`src/hw/rtl/prp_pkg.sv`:
```
// Shared types, constants and fixed-point helpers of the rotate-and-project block.
// No dependencies; used by every RTL module of the block.
package prp_pkg;

  localparam int COORD_BITS_DEF = 16;

  // Internal Q16.16 values are saturated to +-2^48 and need 50 bits.
  localparam int QW      = 50;
  localparam int TW      = QW - 16;
  localparam int MUL_LAT = 3;

  typedef logic signed [QW-1:0] q_t;
  typedef logic signed [127:0]  wide_t;
  typedef logic signed [TW-1:0] tr_t;
  typedef logic signed [TW:0]   sx_t;

  localparam wide_t LIM_POS = wide_t'(64'sd1 <<< 48);
  localparam wide_t LIM_NEG = -LIM_POS;

  localparam sx_t S32_MAX = sx_t'(64'sd2147483647);
  localparam sx_t S32_MIN = sx_t'(-64'sd2147483648);

  // Projection constants, Q1.14 unless named otherwise.
  localparam logic signed [15:0] C30     = 16'sd14189;
  localparam logic signed [15:0] ONE_Q14 = 16'sd16384;
  localparam int                 S30     = 8192;
  localparam int                 S30_Q16 = S30 * 4;
  localparam logic signed [16:0] ONE_Q8  = 17'sd256;

  // Configuration port.
  localparam int CFG_W  = 17;
  localparam int CFG_AW = 3;

  typedef enum logic [CFG_AW-1:0] {
    CFG_MODE       = 3'd0,
    CFG_COS        = 3'd1,
    CFG_SIN        = 3'd2,
    CFG_ZSCALE     = 3'd3,
    CFG_VSCALE     = 3'd4,
    CFG_WIDTH      = 3'd5,
    CFG_OFFSET_X   = 3'd6,
    CFG_VORIGIN    = 3'd7
  } cfg_idx_t;

  typedef enum logic [1:0] {
    MODE_ISO  = 2'd0,
    MODE_ZSUM = 2'd1,
    MODE_DIAG = 2'd2
  } mode_t;

  typedef struct packed {
    logic        [1:0]  mode;
    logic signed [15:0] rot_cos;
    logic signed [15:0] rot_sin;
    logic signed [15:0] z_scale;
    logic        [15:0] view_scale;
    logic        [12:0] image_width;
    logic signed [15:0] offset_x;
    logic signed [16:0] vertical_origin;
  } cfg_t;

  localparam cfg_t CFG_RESET = '{
    mode:            MODE_ISO,
    rot_cos:         16'sd16384,
    rot_sin:         16'sd0,
    z_scale:         16'sd256,
    view_scale:      16'd256,
    image_width:     13'd1024,
    offset_x:        16'sd0,
    vertical_origin: 17'sd768
  };

  // Saturate to +-2^48.
  function automatic q_t clamp_q(input wide_t v);
    if (v > LIM_POS) begin
      return q_t'(LIM_POS[QW-1:0]);
    end
    if (v < LIM_NEG) begin
      return $signed(LIM_NEG[QW-1:0]);
    end
    return $signed(v[QW-1:0]);
  endfunction

  // Drop 16 fraction bits, rounding toward zero.
  function automatic tr_t trunc16(input q_t v);
    logic [QW:0] t;
    t = {v[QW-1], v} + {{(QW-15){1'b0}}, {16{v[QW-1]}}};
    return $signed(t[QW-1:16]);
  endfunction

  // Saturate to signed 32 bits.
  function automatic logic signed [31:0] sat32(input sx_t v);
    if (v > S32_MAX) begin
      return 32'sh7fffffff;
    end
    if (v < S32_MIN) begin
      return 32'sh80000000;
    end
    return $signed(v[31:0]);
  endfunction

endpackage

```
`src/hw/rtl/prp_cfg.sv`:
```
// Configuration register file of the rotate-and-project block.
// Depends on prp_pkg for the register struct, indexes and reset values.
module prp_cfg (
  input  logic                        clk,
  input  logic                        rst_n,
  input  logic                        cfg_we,
  input  logic [prp_pkg::CFG_AW-1:0]  cfg_addr,
  input  logic [prp_pkg::CFG_W-1:0]   cfg_wdata,
  output prp_pkg::cfg_t               cfg
);

  prp_pkg::cfg_t cfg_r;
  prp_pkg::cfg_t cfg_nxt;

  always_comb begin
    cfg_nxt = cfg_r;
    if (cfg_we) begin
      case (cfg_addr)
        prp_pkg::CFG_MODE:     cfg_nxt.mode            = cfg_wdata[1:0];
        prp_pkg::CFG_COS:      cfg_nxt.rot_cos         = $signed(cfg_wdata[15:0]);
        prp_pkg::CFG_SIN:      cfg_nxt.rot_sin         = $signed(cfg_wdata[15:0]);
        prp_pkg::CFG_ZSCALE:   cfg_nxt.z_scale         = $signed(cfg_wdata[15:0]);
        prp_pkg::CFG_VSCALE:   cfg_nxt.view_scale      = cfg_wdata[15:0];
        prp_pkg::CFG_WIDTH:    cfg_nxt.image_width     = cfg_wdata[12:0];
        prp_pkg::CFG_OFFSET_X: cfg_nxt.offset_x        = $signed(cfg_wdata[15:0]);
        prp_pkg::CFG_VORIGIN:  cfg_nxt.vertical_origin = $signed(cfg_wdata[16:0]);
        default:               cfg_nxt = cfg_r;
      endcase
    end
  end

  always_ff @(posedge clk) begin
    if (!rst_n) begin
      cfg_r <= prp_pkg::CFG_RESET;
    end else begin
      cfg_r <= cfg_nxt;
    end
  end

  assign cfg = cfg_r;

endmodule

```
`config.mk`:
```
export PLATFORM = sky130hd
export DESIGN_NAME = prp_cfg
export DESIGN_NICKNAME = d
export VERILOG_FILES = /design/src/hw/rtl/prp_pkg.sv /design/src/hw/rtl/prp_cfg.sv
export SDC_FILE = /design/constraint.sdc
export NUM_CORES = 1
export LEC_CHECK = 0
export ABC_AREA = 1
export BUFFER_PORTS_ARGS = -buffer_cell sky130_fd_sc_hd__buf_2
export CAP_MARGIN = 20
export CORE_MARGIN = 1.5
export CORE_UTILIZATION = 51
export CTS_CLUSTER_SIZE = 20
export DETAILED_ROUTE_END_ITERATION = 8
export HOLD_SLACK_MARGIN = 0.15
export PLACE_DENSITY = 0.85
export SLEW_MARGIN = 20
export SYNTH_ARGS = -nofsm -noshare
export SYNTH_HDL_FRONTEND = slang
export SYNTH_SLANG_ARGS = --single-unit
```
`constraint.sdc`:
```
create_clock -name clk -period 1.5 [get_ports clk]
set_clock_uncertainty 0.2 [all_clocks]
set_input_delay 0.225 -clock clk [delete_from_list [all_inputs] [get_ports clk]]
set_output_delay 0.225 -clock clk [all_outputs]
set_load 0.005 [all_outputs]
```
# ---- Yosys cells after proc, flatten, opt, wreduce, memory -nomap -nowiden
# Cells that the tools add are included.
dict set report totals {
  regBits 112
  in_bits 23
  word_cells 24
}
dict set report classes {
  eq_ne 7
  n_reduce_logical 9
}
# op count
set op_table {}
lappend op_table {{AND reduction 2 bit} 8}
lappend op_table {{== test 3 bit, second input constant} 4}
lappend op_table {{== test 3 x 2 -> 1 bit, second input constant} 2}
lappend op_table {{== test 3 x 1 -> 1 bit, second input constant} 1}
lappend op_table {{logical NOT 3 bit} 1}

# ---- Depth between registers and ports, before layout
dict set report depth {
  depth_word 2
  mapped_depth 7
  depth_no_buf 5
}

# ---- Worst setup path before layout
# No wires, ideal clock.
dict set report synth_path {
  kind {input-to-reg}
  start {input port cfg_addr[0] (netlist bit)}
  end {register cfg_r (netlist bit cfg[51])}
  setup_time_ns 0.113
  arrival_ns 0.945
  path_slack_ns 0.242
  path_stages 5
  path_buffers 1
  cell_sequence {nor2_1 > buf_2 > nand3_1 > nand2_1 > nor2_1}
}
dict set report synth_between {
  elab_chain_len 2
}
# element line
set synth_lines {}
lappend synth_lines {{start: declaration} prp_cfg.sv:7} ;# input logic [prp_pkg::CFG_AW-1:0] cfg_addr,
lappend synth_lines {{== test 3 bit} prp_cfg.sv:18} ;# case (cfg_addr)
lappend synth_lines {{AND reduction 2 bit (no line)} --}
lappend synth_lines {{end signal: assignment} prp_cfg.sv:34} ;# cfg_r <= prp_pkg::CFG_RESET;
lappend synth_lines {{end signal: assignment} prp_cfg.sv:36} ;# cfg_r <= cfg_nxt;
lappend synth_lines {{end: declaration} prp_cfg.sv:12} ;# prp_pkg::cfg_t cfg_r;
# Every way passes these cells.
# A chain may end at the register's enable or synchronous reset.

# ---- Worst setup path in the final report
dict set report layout_path {
  start {input port cfg_addr[0] (netlist bit)}
  end {register cfg_r (netlist bit cfg[13])}
}
# Same word-level chain as after synthesis.

==> run summary <==
Seq cells post-synth - 112
Clock Latency Late Sink - 360 ps
Vias per cell - 5.20
FF-to-FF setup slack - 170 ps
Relative slew slack - 58.2%
Worst-Margin Slew - 627 ps
Initial antenna violation count - 0
Drt first pass iters - 5
Worst hold start - rst_n
Setup_tns - 0 ps
Worst r2r dst - cfg[57]$_SDFFE_PN0P_
Post-Synthesis Cells - 634
Gpl congestion - 0.836
Comb power frac - 13.7%
I/O pin cnt - 135
Utilization of the core after routing - 69.8%
Hold WC Path Type - in -> reg
Gr ovfl total - 0
H-tree depth - 3
Routed Antenna Nets - 0
Tot GR Track Use - 28.6%
Run status - finished, final reports clean
Die W - 96.0 µm
Antenna diode count - 0
Clock share of power - 31.2%
NetSw - 1.52 mW
Cell Int Power - 4.16 mW
Ys Warns - 0
Pin count of the biggest net entering global routing - 44
# clock sinks - 112
Hold Fails Final Rpt - 0
Max VDD drop - 0.464 mV
Clock tree buffer depth - 2
Initial Utilization - 53.1%
Clk slew on worst S/H paths - 100 ps
Critical Path AT - 1510 ps
Clock Tree Root - clkbuf_8
Die area - 9220 µm²
Nets - 806
Site Rows - 33
Syn avg cell area - 6.96 µm²
Period utilisation layout - 95.3%
Tmin final - 1430 ps
Number of max-slew violations in the final report - 0
Critical path class - in -> reg
Post-synth net total - 657
Hold Path Stages - 3
Core area - 8300 µm²
Hold-critical path endpoint - cfg[43]$_SDFFE_PN1P_
Seq/Total Area, Yosys - 50.8%
Drt drc - 0
DRC marker count from the first detailed-route iteration - 360
Unrepaired setup endpoints after global routing - no
Max reg flops - 112
Top cell type's share of synthesized area - 50.8%
Peak Freq - 700 MHz
CP Capture Type - register
Area Overhead vs Synth - 31.3%
Worst r2r src - cfg[57]$_SDFFE_PN0P_
Die height - 96.0 µm
Worst Path Required - 1580 ps
Post-Syn Area - 4410 µm²
Number of port buffers - 134
Layout cells sized above 1 - 23.9%
Cts bufs inserted - 9
Synth area leaders - dfxtp_1, nor2_1, nand2_1
Vias in the first global route - 4061
Library cells used by synthesis - 14
Synth area leader - dfxtp_1
Via count - 4641
CP Max Fanout - 7
Leak - 2.86 nW
Seq pwr share - 55.1%
Switching Fraction - 26.8%
DP HPWL - 8570 µm
Max-Cap Viols - 0
Worst r2r path cells - 3
PD cells - 982 nW/µm²
Critical path launch point type - primary input
Routed WL - 13300 µm
CTS tree - yes
Mean routed wirelength per cell - 14.9 µm
Final setup vio count - 0
First-pass GRT wire length - 19600 µm
-- cell usage after synthesis (all sizes together) --
master,count
buf,31
nor2,224
o21ai,3
dfxtp,112
nand2,137
clkinv,1
clkbuf,6
inv,23
nand3,97
-- stage by stage --
step | power [mW] | area, µm² | hold WS [ps] | cells | worst slack, ps
2_1_floorplan | 3.59 | 4410 | 138 | 634 | 242
3_3_place_gp | 3.87 | 5290 | 248 | 852 | 85.0
3_5_place_dp | 3.89 | 5290 | 250 | 852 | 33.5
4_1_cts | 5.65 | 5670 | 82.2 | 887 | 11.4
5_1_grt | 5.92 | 5790 | 103 | 893 | 3.31
6_report | 5.69 | 5790 | 85.9 | 893 | 70.9
-- worst max-delay path by stage --
stage	startpoint	endpoint	slack, ps	cells past startpoint
after floorplan	cfg_addr[0]	cfg[51]$_SDFFE_PN0P_	240	5
after global placement	cfg_addr[2]	cfg[69]$_SDFFE_PN0P_	90	6
after detailed placement	cfg_addr[2]	cfg[104]$_SDFFE_PN0P_	30	6
after CTS	cfg_wdata[10]	cfg[43]$_SDFFE_PN1P_	10	5
after global routing	cfg_addr[1]	cfg[13]$_SDFFE_PN0P_	3	8
final	cfg_addr[0]	cfg[13]$_SDFFE_PN0P_	70	8
-- layout make-up --
cell class                 instances  area, µm²
clock buffer                      10        128
clock inverter                     6       60.1
fill                             667       2510
inverter                          24       93.8
multi-input combinational        461       1920
sequential                       112       2240
tap                              105        131
timing repair buffer             175       1220
-- routing by layer --
metal / global-route usage (%) / up-vias / part of all wire [%]
met5: 0 / - / 0
met3: 6.64 / 34 / 10
li1: - / 2254 / -
met1: 35.2 / 2081 / 39
met2: 46.7 / 272 / 47
met4: 14.3 / 0 / 3.1
-- repair_timing --
action,CTS,global route
resized for setup,0,11
buffers inserted,0,4
hold endpoints to repair,43,61
hold buffers,19,1
endpoints found under the setup margin,0,45
-- power groups by stage --
stage	logic (mW)	clock network [mW]	registers [mW]
finish	0.777	1.78	3.13
floorplan	0.382	0	3.20
global route	0.856	1.92	3.14
CTS	0.726	1.80	3.13
detailed placement	0.687	0	3.20
global placement	0.669	0	3.20
-- cells by family after synthesis --
logic type / Yosys count / synth area share (%)
AO/OA/AOI/OAI: 3 / 0.340
buffers and inverters: 61 / 6.18
flip-flops: 112 / 50.8
AND/OR/NAND/NOR: 458 / 42.6
-- worst max-delay path, stage by stage --
cell and delay (ps):
buf_2 150, nand2_2 110, nor2_2 150, buf_6 140
nand2_1 50, nand2_1 70, dlygate4sd3_1 570, nor2_1 50
-- layout by cell type (no fill, tap or decap) --
master,count
buf_2,133
o21ai_0,3
nor2_1,215
buf_12,10
dlymetal6s4s_1,2
dlygate4sd3_1,16
clkbuf_16,3
clkinv_2,3
nand2_1,133
buf_4,9
inv_2,2
nor2_2,4
nand2_4,1
nand3_1,97
dfxtp_1,112
buf_6,2
inv_1,21
clkbuf_1,1
clkinvlp_4,3
clkbuf_8,9
bufinv_16,1
nor2_4,5
nand2_2,3
No activity file was read; power rests on OpenSTA's default activity.
